$ cat config.mk
export PLATFORM = sky130hd
export DESIGN_NAME = srtt_pipe
export DESIGN_NICKNAME = d
export VERILOG_FILES = /design/src/hw/rtl/srtt_pkg.sv /design/src/hw/rtl/srtt_pipe.sv
export SDC_FILE = /design/constraint.sdc
export NUM_CORES = 1
export LEC_CHECK = 0
export BUFFER_PORTS_ARGS = -buffer_cell sky130_fd_sc_hd__buf_2
export CORE_AREA = 2 2 154 156
export CTS_CLUSTER_SIZE = 24
export DETAILED_ROUTE_END_ITERATION = 6
export DIE_AREA = 0 0 156 158
export PLACE_DENSITY = 0.81
export SLEW_MARGIN = 25
export SYNTH_ARGS = -nofsm -noshare
export SYNTH_HDL_FRONTEND = slang
export SYNTH_SLANG_ARGS = --single-unit
$ cat constraint.sdc
create_clock -name clk -period 5.85 [get_ports clk]
set_clock_uncertainty 0.2 [all_clocks]
set_input_delay 1.4625 -clock clk [delete_from_list [all_inputs] [get_ports clk]]
set_output_delay 1.4625 -clock clk [all_outputs]
set_load 0.01 [all_outputs]
$ cat src/hw/rtl/srtt_pkg.sv
// srtt_pkg: shared types and constants of the session reverse tuple table
// no dependencies; used by the top level, srtt_apb and srtt_pipe

package srtt_pkg;

	// field widths
	localparam int SID_W    = 14;
	localparam int IP_W     = 32;
	localparam int PORT_W   = 16;
	localparam int IN_DW    = 80;   // session_id, remote_ip, local_port, remote_port + pad
	localparam int OUT_DW   = 112;  // adds out_local_ip + pad
	localparam int APB_AW   = 3;
	localparam int APB_DW   = 32;

	// command codes carried in s_tuser
	typedef enum logic [1:0] {
		CMD_INSERT  = 2'd0,
		CMD_RELEASE = 2'd1,
		CMD_LOOKUP  = 2'd2
	} cmd_t;

	// result kind carried in m_tuser
	localparam logic KIND_RELEASE = 1'b0;
	localparam logic KIND_REVERSE = 1'b1;

	// register index (paddr[2])
	localparam logic [0:0] REG_LOCAL_IP = 1'b0;

	// stored tuple: remote_ip 63..32, local_port 31..16, remote_port 15..0
	typedef struct packed {
		logic [IP_W-1:0]   remote_ip;
		logic [PORT_W-1:0] local_port;
		logic [PORT_W-1:0] remote_port;
	} tuple_t;

	localparam int TUPLE_W = $bits(tuple_t);

	// table write control from the lookup stage
	typedef struct packed {
		logic tuple_we;
		logic valid_we;
		logic valid_wdata;
	} wctl_t;

endpackage

$ cat src/hw/rtl/srtt_pipe.sv
// srtt_pipe: input handshake, table read stage with write forwarding, output register
// depends on srtt_pkg; drives the tuple and valid RAM ports of the top level

module srtt_pipe #(
	parameter int SESSIONS = 16384
) (
	input  logic                             clk,
	input  logic                             arst_n,
	input  logic                             enable,
	input  logic [srtt_pkg::IP_W-1:0]        local_ip,
	// input stream
	input  logic                             s_tvalid,
	output logic                             s_tready,
	input  logic [srtt_pkg::IN_DW-1:0]       s_tdata,
	input  logic [1:0]                       s_tuser,
	// result stream
	output logic                             m_tvalid,
	input  logic                             m_tready,
	output logic [srtt_pkg::OUT_DW-1:0]      m_tdata,
	output logic [0:0]                       m_tuser,
	// table ports
	output logic                             rd_en,
	output logic [$clog2(SESSIONS)-1:0]      rd_addr,
	input  srtt_pkg::tuple_t                 rd_tuple,
	input  logic                             rd_valid,
	output srtt_pkg::wctl_t                  wctl,
	output logic [$clog2(SESSIONS)-1:0]      wr_addr,
	output srtt_pkg::tuple_t                 wr_tuple
);

	localparam int AW = $clog2(SESSIONS);
	localparam int XW = 17;  // holds any SESSIONS up to 65536

	// input field decode
	logic [srtt_pkg::SID_W-1:0] in_sid;
	srtt_pkg::tuple_t           in_tuple;
	srtt_pkg::cmd_t             in_cmd;
	logic [XW-1:0]              in_sid_x;
	logic                       in_range;
	logic                       accept;

	assign in_sid               = s_tdata[13:0];
	assign in_tuple.remote_ip   = s_tdata[45:14];
	assign in_tuple.local_port  = s_tdata[61:46];
	assign in_tuple.remote_port = s_tdata[77:62];
	assign in_cmd               = srtt_pkg::cmd_t'(s_tuser);
	assign in_sid_x             = XW'(in_sid);
	assign in_range             = in_sid_x < XW'(SESSIONS);

	// stage 1 registers
	logic                       vld_s1;
	srtt_pkg::cmd_t             cmd_s1;
	logic [srtt_pkg::SID_W-1:0] sid_s1;
	logic                       inr_s1;
	srtt_pkg::tuple_t           tuple_s1;
	logic                       fwd_tup_s1;
	logic                       fwd_vld_s1;
	srtt_pkg::tuple_t           fwd_tuple_s1;
	logic                       fwd_valid_s1;

	// output register
	logic                        m_tvalid_q;
	logic [srtt_pkg::OUT_DW-1:0] m_tdata_q;
	logic                        m_kind_q;

	// stage 1 evaluation
	srtt_pkg::tuple_t entry;
	logic             entry_valid;
	logic             res;
	logic             res_kind;
	logic             adv;
	logic             sid_match;

	always_comb begin
		entry       = fwd_tup_s1 ? fwd_tuple_s1 : rd_tuple;
		entry_valid = fwd_vld_s1 ? fwd_valid_s1 : rd_valid;
		if (!inr_s1) begin
			entry = '0;
		end
		res      = 1'b0;
		res_kind = srtt_pkg::KIND_RELEASE;
		case (cmd_s1)
			srtt_pkg::CMD_RELEASE: begin
				res = inr_s1 & entry_valid;
			end
			srtt_pkg::CMD_LOOKUP: begin
				res      = 1'b1;
				res_kind = srtt_pkg::KIND_REVERSE;
			end
			default: begin
				res = 1'b0;
			end
		endcase
	end

	assign adv      = ~res | ~m_tvalid_q | m_tready;
	assign s_tready = enable & (~vld_s1 | adv);
	assign accept   = s_tvalid & s_tready;

	// table writes leave stage 1 as the item moves on
	always_comb begin
		wctl          = '0;
		if (vld_s1 && adv && inr_s1) begin
			case (cmd_s1)
				srtt_pkg::CMD_INSERT: begin
					wctl.tuple_we    = 1'b1;
					wctl.valid_we    = 1'b1;
					wctl.valid_wdata = 1'b1;
				end
				srtt_pkg::CMD_RELEASE: begin
					wctl.valid_we    = 1'b1;
					wctl.valid_wdata = 1'b0;
				end
				default: begin
					wctl = '0;
				end
			endcase
		end
	end

	assign wr_addr  = XW'(sid_s1) < XW'(1 << AW) ? AW'(sid_s1) : '0;
	assign wr_tuple = tuple_s1;

	// table read issued with the accepted transaction
	assign rd_en     = accept;
	assign rd_addr   = in_sid_x[AW-1:0];
	assign sid_match = (sid_s1 == in_sid);

	// stage 1 control
	always_ff @(posedge clk or negedge arst_n) begin
		if (!arst_n) begin
			vld_s1 <= 1'b0;
		end else if (accept) begin
			vld_s1 <= 1'b1;
		end else if (adv) begin
			vld_s1 <= 1'b0;
		end
	end

	// stage 1 payload and forwarding of a same-cycle table write
	always_ff @(posedge clk) begin
		if (accept) begin
			cmd_s1       <= in_cmd;
			sid_s1       <= in_sid;
			inr_s1       <= in_range;
			tuple_s1     <= in_tuple;
			fwd_tup_s1   <= wctl.tuple_we & sid_match;
			fwd_vld_s1   <= wctl.valid_we & sid_match;
			fwd_tuple_s1 <= tuple_s1;
			fwd_valid_s1 <= wctl.valid_wdata;
		end
	end

	// output valid
	always_ff @(posedge clk or negedge arst_n) begin
		if (!arst_n) begin
			m_tvalid_q <= 1'b0;
		end else if (vld_s1 && adv && res) begin
			m_tvalid_q <= 1'b1;
		end else if (m_tready) begin
			m_tvalid_q <= 1'b0;
		end
	end

	// output payload
	always_ff @(posedge clk) begin
		if (vld_s1 && adv && res) begin
			m_kind_q  <= res_kind;
			m_tdata_q <= {2'b00,
				(res_kind == srtt_pkg::KIND_REVERSE) ? local_ip : 32'd0,
				entry.remote_port, entry.local_port, entry.remote_ip, sid_s1};
		end
	end

	assign m_tvalid   = m_tvalid_q;
	assign m_tdata    = m_tdata_q;
	assign m_tuser[0] = m_kind_q;

endmodule
=== Word-level counts from Yosys, hierarchy flattened ===
Index checks and enable logic that the tools add are counted.

* Input bits: 184
* Output and inout bits: 211
* Word-level logic and storage cells: 50
* Register bits after elaboration: 261

* $lt $le $gt $ge: 1
* Reductions and logical operators: 6
* Muxes and demuxes: 11
* Equal/unequal tests: 3
* Bitwise logic cells: 11

{| class="wikitable"
|+ Operator list
! cell !! number
|-
| $mux W64 || 1
|-
| $lt A14 B15 Y1 const B || 1
|-
| $eq A14 B14 Y1 || 1
|-
| $mux W1 || 7
|-
| $and A1 B1 Y1 || 5
|-
| $pmux W2 S2 || 1
|-
| $reduce_bool A2 Y1 || 2
|-
| $logic_and A1 B1 Y1 || 3
|-
| $mux W3 || 1
|-
| $not A1 Y1 || 3
|-
| $or A1 B1 Y1 || 3
|-
| $eq A2 B1 Y1 const B || 1
|-
| $eq A2 B2 Y1 const B || 1
|-
| $logic_not A2 Y1 || 1
|-
| $pmux W1 S2 || 1
|}

=== Longest topological paths before layout ===
Gate-level depths: netlist of run 1.

* Depth after elaboration: 10
* Mapped depth: 6
* Gate-level depth less buffers: 5

=== Least setup slack after synthesis of run 1 ===
Ideal clock, no wire load.

* Kind: in2reg
* Start: in rd_valid
* End: reg m_tdata_q, in the netlist m_tdata[0], enable pin
* Setup time: 0.583 ns
* Slack: -1.434 ns
* Required time: 5.067 ns
* Stages: 4
* Buffers on the path: 0
* Arrival: 6.501 ns
* Cell sequence: mux2_4 a21oi_2 nand3b_1 nor2_1

* Longest elaborated chain between the ends: 8

{| class="wikitable"
|+ Ends and longest elaborated chain
! item !! line !! text
|-
| start: declaration || srtt_pipe.sv:25 || <nowiki>input logic rd_valid,</nowiki>
|-
| $mux W1 (*) || srtt_pipe.sv:76 || <nowiki>entry_valid = fwd_vld_s1 ? fwd_valid_s1 : rd_valid;</nowiki>
|-
| $and A1 B1 Y1 (*) || srtt_pipe.sv:84 || <nowiki>res = inr_s1 & entry_valid;</nowiki>
|-
| $pmux W1 S2 (*) || srtt_pipe.sv:82 || <nowiki>case (cmd_s1)</nowiki>
|-
| $not A1 Y1 || srtt_pipe.sv:96 || <nowiki>assign adv = ~res | ~m_tvalid_q | m_tready;</nowiki>
|-
| $or A1 B1 Y1 (2 in series) || srtt_pipe.sv:96 ||
|-
| $logic_and A1 B1 Y1 || srtt_pipe.sv:167 || <nowiki>if (vld_s1 && adv && res) begin</nowiki>
|-
| $logic_and A1 B1 Y1 (*) || srtt_pipe.sv:167 ||
|-
| end signal: assignment || srtt_pipe.sv:169 || <nowiki>m_tdata_q <= {2'b00,</nowiki>
|-
| end: declaration || srtt_pipe.sv:63 || <nowiki>logic [srtt_pkg::OUT_DW-1:0] m_tdata_q;</nowiki>
|}

Mark *: on every way between the ends. The rest lies on a longest branch, timed or not.
A chain may end at the register's enable or synchronous reset.

=== Worst setup path in the final report of run 1 ===
* Start: in rd_valid
* End: out rd_en

* Longest elaborated chain between the ends: 9

{| class="wikitable"
|+ Ends and longest elaborated chain
! item !! line !! text
|-
| $mux W1 || srtt_pipe.sv:76 ||
|-
| $and A1 B1 Y1 || srtt_pipe.sv:84 ||
|-
| $pmux W1 S2 || srtt_pipe.sv:82 ||
|-
| $not A1 Y1 || srtt_pipe.sv:96 ||
|-
| $or A1 B1 Y1 (2 in series) || srtt_pipe.sv:96 ||
|-
| $or A1 B1 Y1 || srtt_pipe.sv:97 || <nowiki>assign s_tready = enable & (~vld_s1 | adv);</nowiki>
|-
| $and A1 B1 Y1 || srtt_pipe.sv:97 ||
|-
| $and A1 B1 Y1 || srtt_pipe.sv:98 || <nowiki>assign accept = s_tvalid & s_tready;</nowiki>
|-
| end: declaration || srtt_pipe.sv:22 || <nowiki>output logic rd_en,</nowiki>
|}

No other way between the ends.

==> run summary, run 1 <==
The hold violation total from the final report is 0. The first global-routing pass estimated 29200 um of wire. The flow ran to the end, and the final reports show no timing, DRC or antenna violations. The fill cell total of the finished layout is 1841. In the routed layout, each cell is associated on average with a via count of 4.56. The iteration-0 DRC count of the detailed router came out at 262. The clock tree root buffer cell is clkbuf_16. The number of antenna violations at the first check in global routing was 1. The fraction of power consumed by combinational cells came out at 0.059. The residual antenna-violating net count after detailed routing came out at 0. The full die area is around 0.025 mm2. The worst setup path is captured at a primary output. From synthesis to final layout, the design area changed by 33.2%. The number of rows created at floorplan came out at 56. The share of total power in the clock network is 0.401.

The synthesized netlist contains 26 unique library cells. The maximum clock frequency is 233 MHz. The fraction of final layout cells sized beyond drive strength 1 is 0.591.

The number of remaining DRC errors is 0. The combined flip-flop and latch cell area came out at 0.00780 mm2. The required time at the worst-slack endpoint came out at 4.19 ns. The largest single stage delay on the critical path is 0.28 ns. The average detailed-routed wire length per instance came out at approximately 18 um. The average footprint of a synthesized cell is 21.5 um2. The hold path startpoint is wr_tuple[22]$_DFFE_PP_. The sequential share of power is 0.539. The height of the die came out at about 160 um. The H-tree depth is 1.

Post-CTS timing repair inserted 0 buffers for setup. The finished layout holds 1139 standard cells, fillers aside. Setup repair after global routing left no endpoint under its margin. The leakage power summed over all cells is 4.93 nW. The biggest area consumer among synthesized cells is edfxtp_1. The adder-cell area share of the yosys netlist is 0.00407. The I/O pin total is just under 400. The number of gates resized after CTS is 0. The count of endpoints failing setup in the final report is 0. Walking the worst path, the cells encountered are buf_2 > mux2_4 > a21oi_2 > nand3b_1 > o21ba_4 > buf_2. By area the synthesized netlist is led by edfxtp_1 (84%), mux2_2 (7.8%), and2_1 (2.2%). The total of warnings raised by yosys came out at 0. The number of search-and-repair iterations in the first detailed-routing pass came out at 4. The worst register-to-register path has a setup slack of 3.00 ns.

The highest-delay cell along the critical path is nand3b_1. The worst register-to-register path ends at m_tdata[72]$_DFFE_PP_. The number of global-route vias before repair is 5152. The routed wire length came out at between 20000 and 25000 um. The area inside the core boundary came out at 0.0231 mm2. The maximum vdd ir drop came out at 0.247 mV. The overall global routing resource usage is 0.155. The multiplexer area fraction after synthesis is 0.0798. The power density relative to cell area came out at 327 mW/mm2. The combinational family with the most area after synthesis is multiplexers. The number of buffers inserted for hold repair after clock tree synthesis came out at 0. The post-layout minimum cycle time is 4.29 ns. The top fanout value on the critical path came out at 5. The clock passes through at most 3 buffers. The count of buffers inserted at the top-level ports came out at a little under 400. The total overflow left after global routing is 0. Counting flops and latches in the post-synthesis netlist gives 260. Data arrives at the worst endpoint at 2.63 ns. The combined area of the multi-input logic cells came out at 0.00125 mm2. The part of the Yosys area used for sequential elements is 0.846. Of the total synthesized cell area, the portion taken by AND, OR, NAND and NOR gates is 0.0326. The synthesized instance count came out at roughly 430. The area fraction in compound gates after synthesis is 0.00394.

The library cell appearing most often on the critical path is buf_2. The total negative slack came out at 0 ns. The number of buffers added by the clock tree synthesis step is 27. Measured on the finished design, the core utilization comes to 0.533. The pin count of the biggest net entering global routing is 79.

The count of vias placed by the detailed router is 5196. The critical path class is in2out. The worst hold path was traced through 0 stages. The length in cells of the worst reg-to-reg path is 6.

The tightest min-delay check is of the reg2reg type. The CTS tree is done. The max-slew violation total from the final report came to 0.

After synthesis the cells add up to about 0.009 mm2. The detailed placement HPWL came out at around 15000 um. The total instance count after detailed placement came out at 1087. The pin slew with the least headroom to its limit is slightly above 1 ns. The fraction of synthesized cell area taken by the top area cell type came out at 0.841. The number of clock sinks seen by CTS is 260. The initial core utilization is 0.400. The number of max-capacitance violations reported is 0.

In this run the critical register-to-register path is launched from cmd_s1[0]$_DFFE_PP_. The final net count came out at roughly 1000. The switching fraction of total power is 0.207. The width of the chip is between 150 and 200 um.

Clock-pin slew was measured on the worst setup and hold paths at 0.06 ns. The internal power contribution came out at 3.18 mW. The net switching power of the design is 0.831 mW. The worst-skew pair later-pin latency is between 0.5 and 0.6 ns. Dividing the final minimum period by the clock period gives 0.734. The final weighted congestion in routability-driven placement came out at 0.809.

STA classifies the critical path startpoint as an input port. The remaining max-slew budget at the tightest pin came out at 0.328. For hold timing, the worst endpoint is fwd_tuple_s1[22]$_DFFE_PP_.

Of the total synthesized cell area, the portion taken by XOR and XNOR cells is 0.0133.
per-stage QoR:
| stage | hold WS (ns) | total power, mW | cell area, um2 | setup WS, ns |
|---|---|---|---|---|
| after floorplan | 0.299 | 2.31 | 9220 | 0.0447 |
| after global placement | 0.224 | 2.43 | 11400 | 1.57 |
| after detailed placement | 0.226 | 2.44 | 11400 | 1.55 |
| after CTS | 0.242 | 4.07 | 12300 | 1.46 |
| after global routing | 0.256 | 4.16 | 12300 | 1.51 |
| final | 0.242 | 4.01 | 12300 | 1.56 |
cells in the mapped netlist (all sizes together):
library cell	count
nor3	2
o21a	1
nor4b	2
nand4	1
xnor2	4
buf	24
ha	3
nor2	4
nor2b	1
inv	2
conb	1
nor4	2
o21ai	2
o21ba	1
and2	32
dfrtp	2
nand2b	1
nand2	5
a21oi	1
edfxtp	258
nand3b	1
mux2	65
clkbuf	3
xor2	10
state kept, by name (all words and copies together), names as in the netlist:
register and count:
cmd_s1 2, fwd_tup_s1 1, fwd_tuple_s1 64, fwd_valid_s1 1
fwd_vld_s1 1, m_tdata 110, m_tuser 1, m_tvalid 1
vld_s1 1, wr_addr 14, wr_tuple 64
kinds of logic (layout without fill, tap and decap cells):
logic type      count (synthesis)  in the layout
simple gates                   51             51
mux                            65             65
fa+ha+maj                       3              3
other cells                     1              3
xor+xnor                       14             14
compound gates                  5              5
flops                         260            260
buf+inv                        29            448
worst max-delay path: cells and delay by family:
| family | cells | cell delay (ns) |
|---|---|---|
| AOI/OAI and AO/OA | 2 | 0.33 |
| buffers and inverters | 2 | 0.29 |
| and+or+nand+nor | 1 | 0.28 |
| muxes | 1 | 0.27 |
per-layer routing:
metal,vias up,routed length (um),share of wire,track usage
met3,48,1500,0.073,0.0391
met4,0,694,0.034,0.0599
met5,-,0,0,0
met2,255,10900,0.53,0.283
met1,2462,7450,0.36,0.176
li1,2431,-,-,-
power by group through the flow:
| stage | logic (mW) | clock network (mW) | registers [mW] |
|---|---|---|---|
| after CTS | 0.240 | 1.66 | 2.17 |
| after floorplan | 0.0807 | 0 | 2.23 |
| final | 0.238 | 1.61 | 2.17 |
| after global placement | 0.233 | 0 | 2.20 |
| after global routing | 0.259 | 1.72 | 2.17 |
| after detailed placement | 0.239 | 0 | 2.20 |
cell usage in the layout, fill, tap and decap left out, types with 2 or more instances in the layout:
| master | n |
|---|---|
| xor2_1 | 10 |
| buf_2 | 390 |
| clkbuf_16 | 27 |
| nor3_1 | 2 |
| conb_1 | 2 |
| clkinv_4 | 2 |
| inv_1 | 2 |
| clkinv_2 | 4 |
| bufinv_16 | 2 |
| nor2_1 | 3 |
| o21ai_0 | 2 |
| nand2_1 | 5 |
| nor4_1 | 2 |
| mux2_2 | 64 |
| ha_1 | 3 |
| buf_4 | 5 |
| edfxtp_1 | 258 |
| clkinv_1 | 9 |
| and2_1 | 32 |
| clkbuf_1 | 4 |
| dfrtp_1 | 2 |
| nor4b_1 | 2 |
| xnor2_1 | 4 |
area by class of cell:
class / instances / area share
clock buffer: 31 / 0.0563
inverter: 2 / 0.000612
timing repair buffer: 396 / 0.163
multi-input combinational: 140 / 0.102
antenna: 1 / 0.000204
sequential: 260 / 0.635
tap: 290 / 0.0296
clock inverter: 19 / 0.0127
worst max-delay path by stage:
stage                         from     to  slack, ns  cells past startpoint
2_1_floorplan             rd_valid  rd_en       0.04                      4
3_3_place_gp              rd_valid  rd_en       1.57                      6
3_5_place_dp              rd_valid  rd_en       1.55                      6
4_1_cts        cmd_s1[0]$_DFFE_PP_  rd_en       1.46                      6
5_1_grt                   rd_valid  rd_en       1.51                      6
6_report                  rd_valid  rd_en       1.56                      6
No activity file was read; power rests on OpenSTA's default activity.
==> run 2: changes to the inputs <==
CORE_AREA = 2 2 152 154   (was 2 2 154 156)
DIE_AREA = 0 0 154 156   (was 0 0 156 158)
PLACE_DENSITY = 0.8   (was 0.81)
clock period = 4 ns   (was 5.85 ns; I/O delays follow)
==> run summary, run 2 (same netlist as run 1, synthesis figures left out) <==
The most congested layer reported by global routing is met2. The post-CTS repair timing setup buffer count came out at 0. In this run the critical register-to-register path is launched from cmd_s1[0]$_DFFE_PP_. The setup slack at placement is 0.603 ns. The hold violation total from the final report is 0.

Post-CTS repair changed the size of 0 cells. The pin slew with the least headroom to its limit came out at 0.929 ns. The full die area is roughly 0.024 mm2. The remaining max-slew budget at the tightest pin came out at 0.381. The worst setup path is of the reg2out kind. Along the worst path, the maximum fanout reaches 34. Across every metal layer, demand over resource in global routing totals 0.165.

The final weighted congestion in routability-driven placement came out at 0.790. The average detailed-routed wire length per instance came out at 18.6 um. The startpoint of the worst setup timing path is cmd_s1[0]$_DFFE_PP_. The CTS tree is done.

The final net count came out at 1013. Setup repair after global routing left no endpoint under its margin. The area growth from synthesis to layout is 33.3%. The clock-pin slew reported for the worst setup and hold paths after clock tree synthesis is 0.06 ns. STA puts the critical path data required time at 2.80 ns. The clock tree root buffer cell is clkbuf_16.

The ratio of final minimum period to clock period is 0.869. The worst-skew pair later-pin latency came out at 0.53 ns. The post-layout instance count excluding filler cells came out at 1130. In this run the power density over the cells is 483 mW/mm2. Entering global routing, the biggest net connects 148 pins. The iteration-0 DRC count of the detailed router is roughly 270. The library cell used most frequently in the layout, excluding fill and tap cells, is buf_2. The fraction of final layout cells sized beyond drive strength 1 came out at 0.589. The leakage power summed over all cells is 4.92 nW. The number of buffers added by the clock tree synthesis step came out at 27. The number of antenna violations at the first check in global routing came out at 3.

The via density per instance is 4.65. The number of clock sinks seen by CTS came out at 260. The detailed placement HPWL came out at around 15000 um. The count of vias placed by the detailed router is 5255. The count of endpoints failing setup in the final report came out at 0. The remaining global-route overflow is 0. The final layout contains routed wiring with a total length of about 21000 um.

The routing usage on met1 came out at 0.188. The number of global-route vias before repair is 5433. The met3 track demand over resource came out at 0.0436. The number of buffers inserted for hold repair after clock tree synthesis came out at 0.

The residual antenna-violating net count after detailed routing is 0. The fraction of met2 tracks used by global routing is 0.302. The number of rows created at floorplan is 55.

The number of remaining DRC errors came out at 0. The H-tree depth is 1. The height of the die came out at around 160 um. The number of placed instances, taps included, is 1082.

The I/O pin total came out at 395. The data arrival time at the worst-slack endpoint came out at 2.28 ns. The first global-routing pass estimated just over 30000 um of wire.

In this run the horizontal extent of the chip is 154 um. Across the run, the number of max-cap violations was 0. The min-delay analysis places its worst path in the category in2async. The maximum clock frequency came out at 288 MHz. The max-slew violation total from the final report is 0. The flop-to-flop setup slack came out at approximately 1.2 ns. The overall power after layout came out at 5.93 mW. The area inside the core boundary came out at 0.0224 mm2.

The register with the most flip-flops in the layout has 110 of them. The first TritonRoute pass finished after 4 iterations. The largest buffer count on any clock path is 3. During placement, the flow inserted port buffers numbering 390. The final worst-path setup slack is between 0.5 and 0.6 ns.

The post-layout minimum cycle time is 3.48 ns. STA classifies the critical path endpoint as a primary output. In the layout the commonest cells are buf_2 (390), edfxtp_1 (258), mux2_2 (64), and2_1 (32), clkbuf_16 (27). The maximum vdd ir drop came out at 0.351 mV. The flow ran to the end, and the final reports show no timing, DRC or antenna violations. For this configuration, the core starts out at a cell density of 0.412. The worst setup path is launched from a flip-flop.
run 2: cell count changes in the layout (fill, tap and decap cells not counted), sizes merged:
cell	delta
bufinv	+1
clkbuf	-1
clkinv	-5
clkinvlp	+2
buf	-1
run 2: stage by stage:
step	hold slack (ns)	area (um2)	util	setup TNS, ns
floorplan	0.299	9230	-	-0.130
global placement	0.224	11400	0.511	0
detailed placement	0.228	11400	0.511	0
CTS	0.0296	12300	0.549	0
global route	0.0309	12300	0.549	0
finish	0.0519	12300	0.549	0
run 2: critical path: stages (launching register included):
cell      delay, ns
edfxtp_1       0.39
inv_1          0.10
ha_1           0.14
buf_4          0.26
a21oi_2        0.06
nand3b_1       0.33
o21ba_4        0.31
buf_2          0.15
run 2: layout make-up:
class	count	area, um2
fillers	1768	10100
flip-flops and latches	260	7800
repair buffers	395	2010
multi-input cells	140	1250
clock buffers	30	687
well taps	285	357
clock inverters	17	168
inverters	2	7.51
diodes	1	2.50
run 2: worst paths after layout:
path,endpoint,cells past startpoint
max,rd_en,7
min,m_tvalid$_DFFE_PN0P_,1
max reg2reg,fwd_tuple_s1[57]$_DFFE_PP_,7
min reg2reg,fwd_tuple_s1[46]$_DFFE_PP_,0
max in group asynchronous,vld_s1$_DFFE_PN0P_,1
min in group clk,fwd_tuple_s1[46]$_DFFE_PP_,0
run 2: metal layers:
metal,up-vias,part of all wire,routed length (um)
li1,2432,-,-
met1,2545,0.37,7700
met2,232,0.53,11200
met3,44,0.075,1580
met4,2,0.025,532
met5,-,0.00052,11
run 2: power by group:
| part | switching, mW | total, mW | internal (mW) |
|---|---|---|---|
| clock network | 0.994 | 2.42 | 1.42 |
| registers | 0.0441 | 3.17 | 3.12 |
| logic | 0.185 | 0.350 | 0.165 |
| total | 1.22 | 5.93 | 4.71 |
==> run 3: changes to the inputs <==
CORE_AREA = 2 2 155 157   (was 2 2 152 154)
DIE_AREA = 0 0 157 159   (was 0 0 154 156)
PLACE_DENSITY = 0.77   (was 0.8)
==> run summary, run 3 (same netlist as run 1, synthesis figures left out) <==
The remaining max-slew budget at the tightest pin came out at 0.358. The CTS tree is done. The share of total power in the clock network is 0.388. STA classifies the critical path startpoint as a flip-flop. The final worst-path setup slack is between 0.5 and 0.6 ns. Power spread over the standard cell area amounts to 467 mW/mm2. The first-pass GRT wire length is around 30000 um. The critical path buffer and inverter count came out at 3. Buffers placed on the I/O ports in this run total ~400. The clock tree root buffer cell is clkbuf_16.

The average detailed-routed wire length per instance is around 18 um. The number of max-capacitance violations reported is 0. The iteration-0 DRC count of the detailed router is 256.

The slowest stage of the critical path belongs to the cell edfxtp_1. The fill cell total of the finished layout is 1884. The clock-pin slew reported for the worst setup and hold paths after clock tree synthesis came out at 0.06 ns. The ratio of final minimum period to clock period is 0.853.

Leaving out fill and tap cells, the most frequent cell in the layout is buf_2. The number of buffers inserted for hold repair after clock tree synthesis is 0. Registers take 0.00780 mm2. The residual antenna-violating net count after detailed routing is 0. The pin count of the biggest net entering global routing is 84. The switching fraction of total power came out at 0.209. The post-layout minimum cycle time came out at 3.41 ns. The critical path's largest stage delay is 0.39 ns.

The number of remaining DRC errors came out at 0. The detailed placement HPWL came out at 15000 um. The largest buffer count on any clock path came out at 3. The H-tree depth came out at 1.

The critical path class is reg2out. The register with the most flip-flops in the layout has 110 of them. STA puts the critical path data required time at 2.80 ns. The number of antenna violations at the first check in global routing is 2. The final net count came out at approximately 1000. The combined area of the multi-input logic cells came out at 0.00125 mm2. Setup repair after global routing left no endpoint under its margin. The sequential share of power is 0.550.

The max-slew violation total from the final report is 0. The number of global-route vias before repair is 5381. The maximum clock frequency came out at 293 MHz. The width of the chip is 157 um. In the layout the commonest cells are buf_2 (390), edfxtp_1 (258), mux2_2 (64), and2_1 (32), clkbuf_16 (26). The hold violation total from the final report is 0. The overall global routing resource usage came out at 0.158. Once layout is complete, the utilization of the core stands at 0.531. The internal power contribution came out at 4.55 mW. The post-CTS repair timing setup buffer count came out at 0.

Setup violations remaining at the end of the flow were counted as 0. The family of cells with the greatest summed delay on the critical path is buffers and inverters. The run finished with clean final reports. The clock net in this run drives a total of 260 sinks. The number of buffers added by the clock tree synthesis step came out at 26. The pin slew with the least headroom to its limit came out at 0.962 ns. The full die area came out at about 0.025 mm2. The area inside the core boundary came out at 0.0232 mm2. The analysis attributes to net switching a power of between 1 and 1.5 mW. In the final layout, the share of cells above drive strength 1 is 0.594. The via density per instance is 4.49.

The initial utilization of the core area, before any placement, comes to 0.397. The fraction of power consumed by combinational cells came out at 0.062. The number of rows created at floorplan is 56.

The worst setup path is captured at a primary output. The leakage power summed over all cells is 4.93 nW. The class of the tightest hold or removal check is in2async. The setup slack at placement is 0.604 ns. The top fanout value on the critical path came out at 34. The height of the die is 159 um.

Compared with the post-synthesis result, the final layout area differs by 33.7%. Gates resized during post-CTS repair numbered 0. For this run, the detailed router's first-pass iteration total came to 4. The routed wire length came out at between 20000 and 25000 um.

The final weighted congestion in routability-driven placement is 0.808. The worst-case IR drop observed on VDD is 0.344 mV. The signal on the critical path passes through inv_1 > ha_1 > buf_4 > a21oi_2 > nand3b_1 > o21ba_4 > buf_2.

During I/O placement, the number of pins put on the boundary was 395. On the final layout, the worst hold slack is roughly 0.055 ns. Clock latency on the worst-skew pair, taken at its later pin, is 0.52 ns. The count of vias placed by the detailed router is 5250. The remaining global-route overflow came out at 0.

The data arrival time at the worst-slack endpoint is 2.21 ns.
==> run 3: through the flow <==
stage	cell area (um2)	TNS (ns)	power (mW)	std cells
after global placement	11500	0	3.57	1120
after CTS	12300	0	5.82	1168
after global routing	12300	0	5.95	1170
after detailed placement	11500	0	3.58	1120
final	12300	0	5.75	1170
after floorplan	9230	-0.130	3.37	429
==> run 3: worst paths after layout <==
| kind | startpoint | to | slack (ns) | cells after the start |
|---|---|---|---|---|
| max | cmd_s1[0]$_DFFE_PP_ | rd_en | 0.59 | 7 |
| min | arst_n | m_tvalid$_DFFE_PN0P_ | 0.06 | 1 |
| max reg2reg | cmd_s1[0]$_DFFE_PP_ | m_tdata[34]$_DFFE_PP_ | 1.38 | 7 |
| min reg2reg | wr_tuple[4]$_DFFE_PP_ | fwd_tuple_s1[4]$_DFFE_PP_ | 0.24 | 0 |
| max in group asynchronous | arst_n | vld_s1$_DFFE_PN0P_ | 3.45 | 1 |
| min in group clk | wr_tuple[4]$_DFFE_PP_ | fwd_tuple_s1[4]$_DFFE_PP_ | 0.24 | 0 |
==> run 3: power by group through the flow <==
| stage | clock network (mW) | logic, mW | registers (mW) |
|---|---|---|---|
| 4_1_cts | 2.29 | 0.362 | 3.16 |
| 6_report | 2.23 | 0.355 | 3.16 |
| 5_1_grt | 2.39 | 0.387 | 3.17 |
| 3_3_place_gp | 0 | 0.351 | 3.21 |
| 2_1_floorplan | 0 | 0.119 | 3.25 |
| 3_5_place_dp | 0 | 0.361 | 3.22 |
==> run 3: routing by layer <==
layer / track usage / vias to the layer above / part of all wire
li1: - / 2438 / -
met1: 0.180 / 2511 / 0.37
met2: 0.283 / 260 / 0.52
met3: 0.0397 / 41 / 0.081
met4: 0.0617 / 0 / 0.035
met5: 0 / - / 0
==> run 3: area by class of cell <==
| cell class | instances | share of cell area |
|---|---|---|
| multi-input cells | 140 | 0.102 |
| clock buffers | 31 | 0.0543 |
| inverters | 2 | 0.000609 |
| well taps | 319 | 0.0324 |
| flip-flops and latches | 260 | 0.633 |
| clock inverters | 17 | 0.00965 |
| diodes | 2 | 0.000406 |
| repair buffers | 399 | 0.168 |
==> run 3: worst register-to-register path, delay by kind of cell (launching register included) <==
family          cells  cell delay, ns
compound gates      1            0.06
fa+ha+maj           1            0.15
buf+inv             3            0.71
flops               1            0.39
simple gates        2            0.78
